File: config.mk
export PLATFORM = sky130hd
export DESIGN_NAME = rational_arith_unit
export DESIGN_NICKNAME = d
export VERILOG_FILES = /design/src/rtl/core/rau_pkg.sv /design/src/rtl/core/rau_divider.sv /design/src/rtl/core/rational_arith_unit.sv
export SDC_FILE = /design/constraint.sdc
export NUM_CORES = 2
export LEC_CHECK = 0
export ABC_AREA = 1
export BUFFER_PORTS_ARGS = -buffer_cell sky130_fd_sc_hd__buf_2
export CORE_MARGIN = 3
export CORE_UTILIZATION = 40
export DETAILED_ROUTE_END_ITERATION = 10
export PLACE_DENSITY = 0.62
export SETUP_SLACK_MARGIN = 0.5
export SLEW_MARGIN = 10
export SYNTH_ARGS = -nofsm -noshare
export SYNTH_HDL_FRONTEND = slang
export SYNTH_SLANG_ARGS = --single-unit
File: constraint.sdc
create_clock -name clk_i -period 10.8 [get_ports clk_i]
set_input_delay 0.54 -clock clk_i [delete_from_list [all_inputs] [get_ports clk_i]]
set_output_delay 0.54 -clock clk_i [all_outputs]
set_load 0.01 [all_outputs]
File: src/rtl/core/rau_pkg.sv
`timescale 1ns / 1ps
package rau_pkg;

  localparam int unsigned WordWidthDefault = 32;

  // Operation codes of req_type.
  localparam logic [1:0] OP_ADD = 2'd0;
  localparam logic [1:0] OP_SUB = 2'd1;
  localparam logic [1:0] OP_MUL = 2'd2;
  localparam logic [1:0] OP_DIV = 2'd3;

  // Result status codes.
  localparam logic [1:0] STAT_OK   = 2'd0;
  localparam logic [1:0] STAT_OVF  = 2'd1;
  localparam logic [1:0] STAT_DIVZ = 2'd2;
  localparam logic [1:0] STAT_ZDEN = 2'd3;

endpackage

File: src/rtl/core/rau_divider.sv
`timescale 1ns / 1ps
module rau_divider #(
  parameter int unsigned W = rau_pkg::WordWidthDefault
) (
  input  logic         clk_i,
  input  logic         rst_ni,
  input  logic         start_i,
  input  logic [W-1:0] dividend_i,
  input  logic [W-1:0] divisor_i,
  output logic         done_o,
  output logic [W-1:0] quot_o,
  output logic [W-1:0] rem_o
);
  import rau_pkg::*;

  localparam int unsigned CntW = $clog2(W);

  logic            busy_q;
  logic            done_q;
  logic [CntW-1:0] cnt_q;
  logic [W-1:0]    rem_q;
  logic [W-1:0]    quot_q;
  logic [W-1:0]    divisor_q;
  logic [W:0]      trial;
  logic [W:0]      diff;
  logic            ge;

  // One quotient bit per cycle, restoring form.
  assign trial = {rem_q, quot_q[W-1]};
  assign diff  = trial - {1'b0, divisor_q};
  assign ge    = trial >= {1'b0, divisor_q};

  always_ff @(posedge clk_i or negedge rst_ni) begin
    if (!rst_ni) begin
      busy_q <= 1'b0;
      done_q <= 1'b0;
      cnt_q  <= '0;
    end else begin
      done_q <= 1'b0;
      if (start_i) begin
        busy_q <= 1'b1;
        cnt_q  <= CntW'(W - 1);
      end else if (busy_q) begin
        cnt_q <= cnt_q - CntW'(1);
        if (cnt_q == '0) begin
          busy_q <= 1'b0;
          done_q <= 1'b1;
        end
      end
    end
  end

  always_ff @(posedge clk_i) begin
    if (start_i) begin
      rem_q     <= '0;
      quot_q    <= dividend_i;
      divisor_q <= divisor_i;
    end else if (busy_q) begin
      rem_q  <= ge ? diff[W-1:0] : trial[W-1:0];
      quot_q <= {quot_q[W-2:0], ge};
    end
  end

  assign done_o = done_q;
  assign quot_o = quot_q;
  assign rem_o  = rem_q;

`ifndef SYNTHESIS
  a_rem_below_divisor: assert property (@(posedge clk_i) disable iff (!rst_ni)
    done_q |-> rem_q < divisor_q) else $error("remainder not below divisor");
  a_no_start_busy: assert property (@(posedge clk_i) disable iff (!rst_ni)
    start_i |-> !busy_q) else $error("divider started while busy");
  a_done_pulse: assert property (@(posedge clk_i) disable iff (!rst_ni)
    done_q |=> !done_q) else $error("done longer than one cycle");
`endif

endmodule

File: src/rtl/core/rational_arith_unit.sv
`timescale 1ns / 1ps
// Zero denominator or zero divisor items go straight to the output state. Add and
// subtract run three multiplies, multiply and divide first reduce both operands and
// then run two; a result in range is then reduced to lowest terms.
// One item is in flight at a time; the bit-serial divider shared by all GCD and
// quotient steps sets the rate. Reset clears the sequencer and the output valid.
module rational_arith_unit #(
  parameter int unsigned WORD_WIDTH = rau_pkg::WordWidthDefault
) (
  input  logic        clk_i,
  input  logic        rst_ni,
  input  logic        in_valid_i,
  output logic        in_stall_o,
  input  logic [1:0]  req_type_i,
  input  logic [31:0] a_num_i,
  input  logic [31:0] a_den_i,
  input  logic [31:0] b_num_i,
  input  logic [31:0] b_den_i,
  output logic        out_valid_o,
  input  logic        out_stall_i,
  output logic [31:0] res_num_o,
  output logic [30:0] res_den_o,
  output logic [1:0]  status_o
);
  import rau_pkg::*;

  localparam int unsigned W = WORD_WIDTH;
  localparam logic [2*W-1:0] Half = {{W{1'b0}}, 1'b1, {(W-1){1'b0}}};

  localparam logic [3:0] S_IDLE   = 4'd0;
  localparam logic [3:0] S_RLOAD  = 4'd1;
  localparam logic [3:0] S_RSTART = 4'd2;
  localparam logic [3:0] S_GCD    = 4'd3;
  localparam logic [3:0] S_GCDW   = 4'd4;
  localparam logic [3:0] S_DIVN   = 4'd5;
  localparam logic [3:0] S_DIVD   = 4'd6;
  localparam logic [3:0] S_RWB    = 4'd7;
  localparam logic [3:0] S_M1     = 4'd8;
  localparam logic [3:0] S_M2     = 4'd9;
  localparam logic [3:0] S_M3     = 4'd10;
  localparam logic [3:0] S_CHK    = 4'd11;
  localparam logic [3:0] S_FIN    = 4'd12;
  localparam logic [3:0] S_OUT    = 4'd13;

  localparam logic [1:0] RED_A = 2'd0;
  localparam logic [1:0] RED_B = 2'd1;
  localparam logic [1:0] RED_R = 2'd2;

  logic [3:0]   state_q, state_d;
  logic         out_valid_q, out_valid_d;
  logic         accept, out_load;

  logic [1:0]   op_q, sel_q, status_q;
  logic [W-1:0] an_mag_q, ad_mag_q, bn_mag_q, bd_mag_q;
  logic         an_neg_q, ad_neg_q, bn_neg_q, bd_neg_q;
  logic [W-1:0] rn_mag_q, rd_mag_q;
  logic         rn_neg_q, rd_neg_q;
  logic [W-1:0] wn_mag_q, wd_mag_q, gx_q, gy_q, qn_q;
  logic         wn_neg_q, wd_neg_q;
  logic [2*W:0] p1_q, p2_q;
  logic [2*W-1:0] dp_mag_q;
  logic         dp_neg_q;
  logic [31:0]  res_num_q;
  logic [30:0]  res_den_q;
  logic [1:0]   res_stat_q;

  logic [W-1:0] an_w, ad_w, bn_w, bd_w;
  logic [W-1:0] mul_a, mul_b;
  logic         mul_neg;
  logic [2*W-1:0] mul_p;
  logic [2*W:0] mul_s;
  logic [2*W:0] sum, sum_abs;
  logic         ok_num, ok_den, fin_ok;
  logic [W:0]   num_s;

  logic         div_start, div_done;
  logic [W-1:0] div_dividend, div_divisor, div_quot, div_rem;

  assign an_w = a_num_i[W-1:0];
  assign ad_w = a_den_i[W-1:0];
  assign bn_w = b_num_i[W-1:0];
  assign bd_w = b_den_i[W-1:0];

  assign accept   = in_valid_i && (state_q == S_IDLE);
  assign out_load = (state_q == S_OUT) && (!out_valid_q || !out_stall_i);

  // Shared sign-magnitude multiplier.
  always_comb begin
    mul_a   = an_mag_q;
    mul_b   = bd_mag_q;
    mul_neg = an_neg_q ^ bd_neg_q;
    unique case (state_q)
      S_M1: begin
        mul_a = an_mag_q;
        mul_b = (op_q == OP_MUL) ? bn_mag_q : bd_mag_q;
        mul_neg = an_neg_q ^ ((op_q == OP_MUL) ? bn_neg_q : bd_neg_q);
      end
      S_M2: begin
        mul_a = bn_mag_q;
        mul_b = ad_mag_q;
        mul_neg = bn_neg_q ^ ad_neg_q ^ (op_q == OP_SUB);
      end
      S_M3: begin
        mul_a = ad_mag_q;
        mul_b = (op_q == OP_DIV) ? bn_mag_q : bd_mag_q;
        mul_neg = ad_neg_q ^ ((op_q == OP_DIV) ? bn_neg_q : bd_neg_q);
      end
      default: begin
        mul_a = an_mag_q;
        mul_b = bd_mag_q;
        mul_neg = 1'b0;
      end
    endcase
  end

  assign mul_p = mul_a * mul_b;
  assign mul_s = mul_neg ? -{1'b0, mul_p} : {1'b0, mul_p};

  assign sum     = p1_q + p2_q;
  assign sum_abs = sum[2*W] ? -sum : sum;
  assign ok_num  = sum[2*W] ? (sum_abs[2*W-1:0] <= Half) : (sum_abs[2*W-1:0] < Half);
  assign ok_den  = dp_neg_q ? (dp_mag_q <= Half) : (dp_mag_q < Half);

  assign fin_ok = (rn_neg_q ? ({{W{1'b0}}, rn_mag_q} <= Half)
                            : ({{W{1'b0}}, rn_mag_q} < Half))
                  && ({{W{1'b0}}, rd_mag_q} < Half);
  assign num_s  = rn_neg_q ? -{1'b0, rn_mag_q} : {1'b0, rn_mag_q};

  // Divider requests: Euclid remainders, then both quotients by the GCD.
  assign div_start    = (state_q == S_GCD) || ((state_q == S_DIVN) && div_done);
  assign div_dividend = (state_q == S_DIVN) ? wd_mag_q : ((gy_q == '0) ? wn_mag_q : gx_q);
  assign div_divisor  = ((state_q == S_DIVN) || (gy_q == '0)) ? gx_q : gy_q;

  rau_divider #(.W(W)) u_div (
    .clk_i      (clk_i),
    .rst_ni     (rst_ni),
    .start_i    (div_start),
    .dividend_i (div_dividend),
    .divisor_i  (div_divisor),
    .done_o     (div_done),
    .quot_o     (div_quot),
    .rem_o      (div_rem)
  );

  always_comb begin
    state_d = state_q;
    unique case (state_q)
      S_IDLE: begin
        if (accept) begin
          if ((ad_w == '0) || (bd_w == '0) || ((req_type_i == OP_DIV) && (bn_w == '0))) begin
            state_d = S_OUT;
          end else if ((req_type_i == OP_ADD) || (req_type_i == OP_SUB)) begin
            state_d = S_M1;
          end else begin
            state_d = S_RLOAD;
          end
        end
      end
      S_RLOAD:  state_d = S_RSTART;
      S_RSTART: state_d = (wn_mag_q == '0) ? S_RWB : S_GCD;
      S_GCD:    state_d = (gy_q == '0) ? S_DIVN : S_GCDW;
      S_GCDW:   state_d = div_done ? S_GCD : S_GCDW;
      S_DIVN:   state_d = div_done ? S_DIVD : S_DIVN;
      S_DIVD:   state_d = div_done ? S_RWB : S_DIVD;
      S_RWB: begin
        unique case (sel_q)
          RED_A:   state_d = S_RLOAD;
          RED_B:   state_d = S_M1;
          default: state_d = S_FIN;
        endcase
      end
      S_M1:  state_d = ((op_q == OP_ADD) || (op_q == OP_SUB)) ? S_M2 : S_M3;
      S_M2:  state_d = S_M3;
      S_M3:  state_d = S_CHK;
      S_CHK: state_d = (ok_num && ok_den) ? S_RLOAD : S_OUT;
      S_FIN: state_d = S_OUT;
      S_OUT: state_d = out_load ? S_IDLE : S_OUT;
      default: state_d = S_IDLE;
    endcase
  end

  always_comb begin
    out_valid_d = out_valid_q;
    if (out_load) begin
      out_valid_d = 1'b1;
    end else if (out_valid_q && !out_stall_i) begin
      out_valid_d = 1'b0;
    end
  end

  always_ff @(posedge clk_i or negedge rst_ni) begin
    if (!rst_ni) begin
      state_q     <= S_IDLE;
      out_valid_q <= 1'b0;
    end else begin
      state_q     <= state_d;
      out_valid_q <= out_valid_d;
    end
  end

  always_ff @(posedge clk_i) begin
    unique case (state_q)
      S_IDLE: begin
        if (accept) begin
          op_q     <= req_type_i;
          sel_q    <= RED_A;
          an_neg_q <= an_w[W-1];
          ad_neg_q <= ad_w[W-1];
          bn_neg_q <= bn_w[W-1];
          bd_neg_q <= bd_w[W-1];
          an_mag_q <= an_w[W-1] ? -an_w : an_w;
          ad_mag_q <= ad_w[W-1] ? -ad_w : ad_w;
          bn_mag_q <= bn_w[W-1] ? -bn_w : bn_w;
          bd_mag_q <= bd_w[W-1] ? -bd_w : bd_w;
          if ((ad_w == '0) || (bd_w == '0)) begin
            status_q <= STAT_ZDEN;
          end else if ((req_type_i == OP_DIV) && (bn_w == '0)) begin
            status_q <= STAT_DIVZ;
          end else begin
            status_q <= STAT_OK;
          end
        end
      end
      S_RLOAD: begin
        unique case (sel_q)
          RED_A: begin
            wn_mag_q <= an_mag_q;
            wn_neg_q <= an_neg_q;
            wd_mag_q <= ad_mag_q;
            wd_neg_q <= ad_neg_q;
          end
          RED_B: begin
            wn_mag_q <= bn_mag_q;
            wn_neg_q <= bn_neg_q;
            wd_mag_q <= bd_mag_q;
            wd_neg_q <= bd_neg_q;
          end
          default: begin
            wn_mag_q <= rn_mag_q;
            wn_neg_q <= rn_neg_q;
            wd_mag_q <= rd_mag_q;
            wd_neg_q <= rd_neg_q;
          end
        endcase
      end
      S_RSTART: begin
        if (wn_mag_q == '0) begin
          // A zero value always reduces to 0/1.
          wn_neg_q <= 1'b0;
          wd_mag_q <= W'(1);
          wd_neg_q <= 1'b0;
        end else begin
          gx_q <= wn_mag_q;
          gy_q <= wd_mag_q;
        end
      end
      S_GCD: begin
      end
      S_GCDW: begin
        if (div_done) begin
          gx_q <= gy_q;
          gy_q <= div_rem;
        end
      end
      S_DIVN: begin
        if (div_done) begin
          qn_q <= div_quot;
        end
      end
      S_DIVD: begin
        if (div_done) begin
          wn_mag_q <= qn_q;
          wd_mag_q <= div_quot;
          wn_neg_q <= wn_neg_q ^ wd_neg_q;
          wd_neg_q <= 1'b0;
        end
      end
      S_RWB: begin
        unique case (sel_q)
          RED_A: begin
            an_mag_q <= wn_mag_q;
            an_neg_q <= wn_neg_q;
            ad_mag_q <= wd_mag_q;
            ad_neg_q <= wd_neg_q;
            sel_q    <= RED_B;
          end
          RED_B: begin
            bn_mag_q <= wn_mag_q;
            bn_neg_q <= wn_neg_q;
            bd_mag_q <= wd_mag_q;
            bd_neg_q <= wd_neg_q;
          end
          default: begin
            rn_mag_q <= wn_mag_q;
            rn_neg_q <= wn_neg_q;
            rd_mag_q <= wd_mag_q;
            rd_neg_q <= wd_neg_q;
          end
        endcase
      end
      S_M1: begin
        p1_q <= mul_s;
        p2_q <= '0;
      end
      S_M2: begin
        p2_q <= mul_s;
      end
      S_M3: begin
        dp_mag_q <= mul_p;
        dp_neg_q <= mul_neg;
      end
      S_CHK: begin
        rn_mag_q <= sum_abs[W-1:0];
        rn_neg_q <= sum[2*W];
        rd_mag_q <= dp_mag_q[W-1:0];
        rd_neg_q <= dp_neg_q;
        sel_q    <= RED_R;
        if (!(ok_num && ok_den)) begin
          status_q <= STAT_OVF;
        end
      end
      S_FIN: begin
        if (!fin_ok) begin
          status_q <= STAT_OVF;
        end
      end
      S_OUT: begin
        if (out_load) begin
          res_stat_q <= status_q;
          if (status_q == STAT_OK) begin
            res_num_q <= 32'($signed(num_s));
            res_den_q <= 31'(rd_mag_q);
          end else begin
            res_num_q <= '0;
            res_den_q <= '0;
          end
        end
      end
      default: begin
      end
    endcase
  end

  assign in_stall_o  = (state_q != S_IDLE);
  assign out_valid_o = out_valid_q;
  assign res_num_o   = res_num_q;
  assign res_den_o   = res_den_q;
  assign status_o    = res_stat_q;

`ifndef SYNTHESIS
  a_err_zeroed: assert property (@(posedge clk_i) disable iff (!rst_ni)
    (out_valid_o && (status_o != STAT_OK)) |-> ((res_num_o == '0) && (res_den_o == '0)))
    else $error("error result not zeroed");
  a_ok_den_nonzero: assert property (@(posedge clk_i) disable iff (!rst_ni)
    (out_valid_o && (status_o == STAT_OK)) |-> (res_den_o != '0))
    else $error("good result with zero denominator");
  a_busy_after_accept: assert property (@(posedge clk_i) disable iff (!rst_ni)
    (in_valid_i && !in_stall_o) |=> in_stall_o)
    else $error("accepted a beat without going busy");
`endif

endmodule

==> metrics.yaml <==
status: "complete, no violations"
r2r_cells: 37
die_w_microns: 454
drive_gt1_share_pct: 8.43
fillers: 20100
syn_inst: 10300
r2r_slack_ps: 800
dp.cells: 13000
holdCritStartpoint: "req_type_i[0]"
wl_microns: 341000
ys_async_sr_fraction_pct: 1.63
cts_root_buffer: "clkbuf_16"
slew_headroom_pct: 11.6
most-common-layout-cells: "2,297 x nand2_1, 1,899 x inv_1, 1,396 x nor2_1"
stdcell_count: 13200
grt-ovfl-total: 0
max_freq_mhz: 100
cts_tree: "done"
cp_data_required_time_ps: 11190
io_buffers: 200
reg_top3: "p1_q (65), p2_q (65), dp_mag_q (64)"
ys_ff_latch: 734
initial_utilization_pct: 40.5
synth_area_sq_um: 80400
fin_ws_ps: 801
worst_slew_pin_slew_ps: 1310
clock_sinks: 734
r2r-end: "p2_q[63]"
finalSetupViolCount: 0
antenna_left: 0
rows: 163
dieArea_sq_um: 206000
rsz0062_at_grt: "false"
startpoint_type: "flip-flop"
post_drt_wl_per_cell_microns: 25.8
slew_viol_final: 0
htreeDepth: 3
critPathMaxStageDelay_ps: 660
vias_per_cell: 5.51
hpwlAfterDp_microns: 279000
worst_ep_arrival_time_ps: 10390
clkTransAtPathRegs_ps: 60
critical_path.top_delay_family: "adder cells"
worstSetupPathType: "flip-flop to flip-flop"
hold_class: "input port to flip-flop"
period_share_pct: 92.6
coreArea_sq_um: 199000
syn_to_final_growth_pct: 10.8
grt_antenna_before_repair: 17
critPathBufInv: 8
gp_congestion: 1.03
finalHoldViolations: 0
track_usage_pct: 32.7
critPathCaptureType: "flip-flop"
cts_buffers: 76
critPathSlowestCell: "fa_1"
cpMostUsedCell: "fa_1"
layout_commonest_cell: "nand2_1"
grt_max_degree: 120
clock_latency_ps: 720
num_vias: 72800
synth_cell_types: 68
ctsLongestPathBuffers: 3
place_ws_ps: 153
seq_area_frac_synth_pct: 26.9
path_max_fanout: 33
fin_skew_ps: 76.9
whs_path_depth: 1
grt_pass1_wl_microns: 492000
yosysWarnings: 0
synth_edf_count: 690
syn_nets: 11700
fp.dieH_microns: 454
grt_pass1_vias: 72800
maxCapViolations: 0
synth_area_per_cell_sq_um: 7.81
setup_tns_ps: 0
reg2reg_from: "state_q[1]"
dr.pass1.iters: 7
period_needed_ps: 10000
drt_iter0_markers: 7978
drc: 0
ios: 201
fin_nets: 11900
yosys_most_used_dff: "edfxtp_1"
hold_path_end: "op_q[0]"
## per-layer routing
metal	up-vias	GRT usage, %	wire length, microns
met3	841	5.51	28300
met5	-	0	65
met2	3481	52.0	153000
met1	35700	42.0	135000
li1	32700	-	-
met4	10	19.5	24800
## worst register-to-register path: cells and delay by family (launching register included)
kind            cells  cell delay (ps)
fa+ha+maj           9             4630
compound gates      6             1410
buf+inv             8             1360
xor+xnor            1              230
simple gates       13             1610
flops               1              500
## logic make-up (layout without fill, tap and decap cells)
logic type	count (synthesis)	count (layout)	share of synthesized area, %
and+or+nand+nor	4474	4474	22.6
buffers and inverters	2328	2587	10.9
AOI/OAI and AO/OA	1278	1278	9.04
adders and majority gates	1266	1266	28.1
DFF	734	734	26.9
xor gates and xnor gates	181	181	2.00
muxes	31	31	0.434
other	0	13	0
## worst max path at each step
stage | start | endpoint | slack [ps] | cells past startpoint
6_report | state_q[1] | p2_q[63] | 800 | 37
5_1_grt | state_q[1] | p2_q[44] | 430 | 42
4_1_cts | state_q[1] | p2_q[53] | 510 | 44
3_5_place_dp | state_q[3] | p2_q[44] | 150 | 33
3_3_place_gp | state_q[3] | p2_q[50] | 150 | 38
2_1_floorplan | state_q[2] | p2_q[64] | 1370 | 46
## metrics by stage
step / hold WS (ps) / util, % / cell area [sq um]
after floorplan: 244 / - / 80400
after global placement: 439 / 43.1 / 85500
after detailed placement: 432 / 43.1 / 85500
after CTS: 198 / 44.4 / 88200
after global routing: 185 / 44.8 / 89000
final: 225 / 44.8 / 89100
## synth_stat cells, types with 29 or more instances
| cell | count | area (sq um) |
|---|---|---|
| a21oi_1 | 418 | 2090 |
| a22oi_1 | 32 | 240 |
| a31oi_1 | 63 | 394 |
| buf_1 | 33 | 124 |
| clkbuf_1 | 317 | 1190 |
| dfxtp_1 | 32 | 641 |
| edfxtp_1 | 690 | 20700 |
| fa_1 | 898 | 18000 |
| ha_1 | 368 | 4600 |
| inv_1 | 1907 | 7160 |
| inv_2 | 29 | 109 |
| mux2_2 | 31 | 349 |
| nand2_1 | 2305 | 8650 |
| nand3_1 | 378 | 1890 |
| nand4_1 | 81 | 507 |
| nor2_1 | 1418 | 5320 |
| nor3_1 | 122 | 611 |
| nor4_1 | 54 | 338 |
| o211ai_1 | 44 | 330 |
| o21a_1 | 38 | 285 |
| o21ai_0 | 441 | 2210 |
| o21ai_1 | 33 | 165 |
| o22ai_1 | 98 | 613 |
| xnor2_1 | 46 | 403 |
| xor2_1 | 132 | 1160 |
## area by class of cell
class / count / area (sq um) / share of cell area, %
clock inverters: 36 / 452 / 0.507
repair buffers: 486 / 3430 / 3.85
clock buffers: 101 / 2060 / 2.31
well taps: 2640 / 3300 / 3.71
flip-flops and latches: 734 / 21700 / 24.3
inverters: 1964 / 7440 / 8.35
multi-input cells: 7230 / 50700 / 56.9
diodes: 13 / 32.5 / 0.0365
## timing repair
action | CTS | global route
setup buffers | 6 | 24
pin swaps | 1 | 3
hold buffers | 1 | 0
gates resized for setup | 25 | 132
setup endpoints to repair | 60 | 73
gates cloned | 0 | 1
endpoints found under the hold margin | 12 | 0
Power is not shown: default switching activity piles up to over one toggle a cycle in this logic, so the estimate is an artifact.
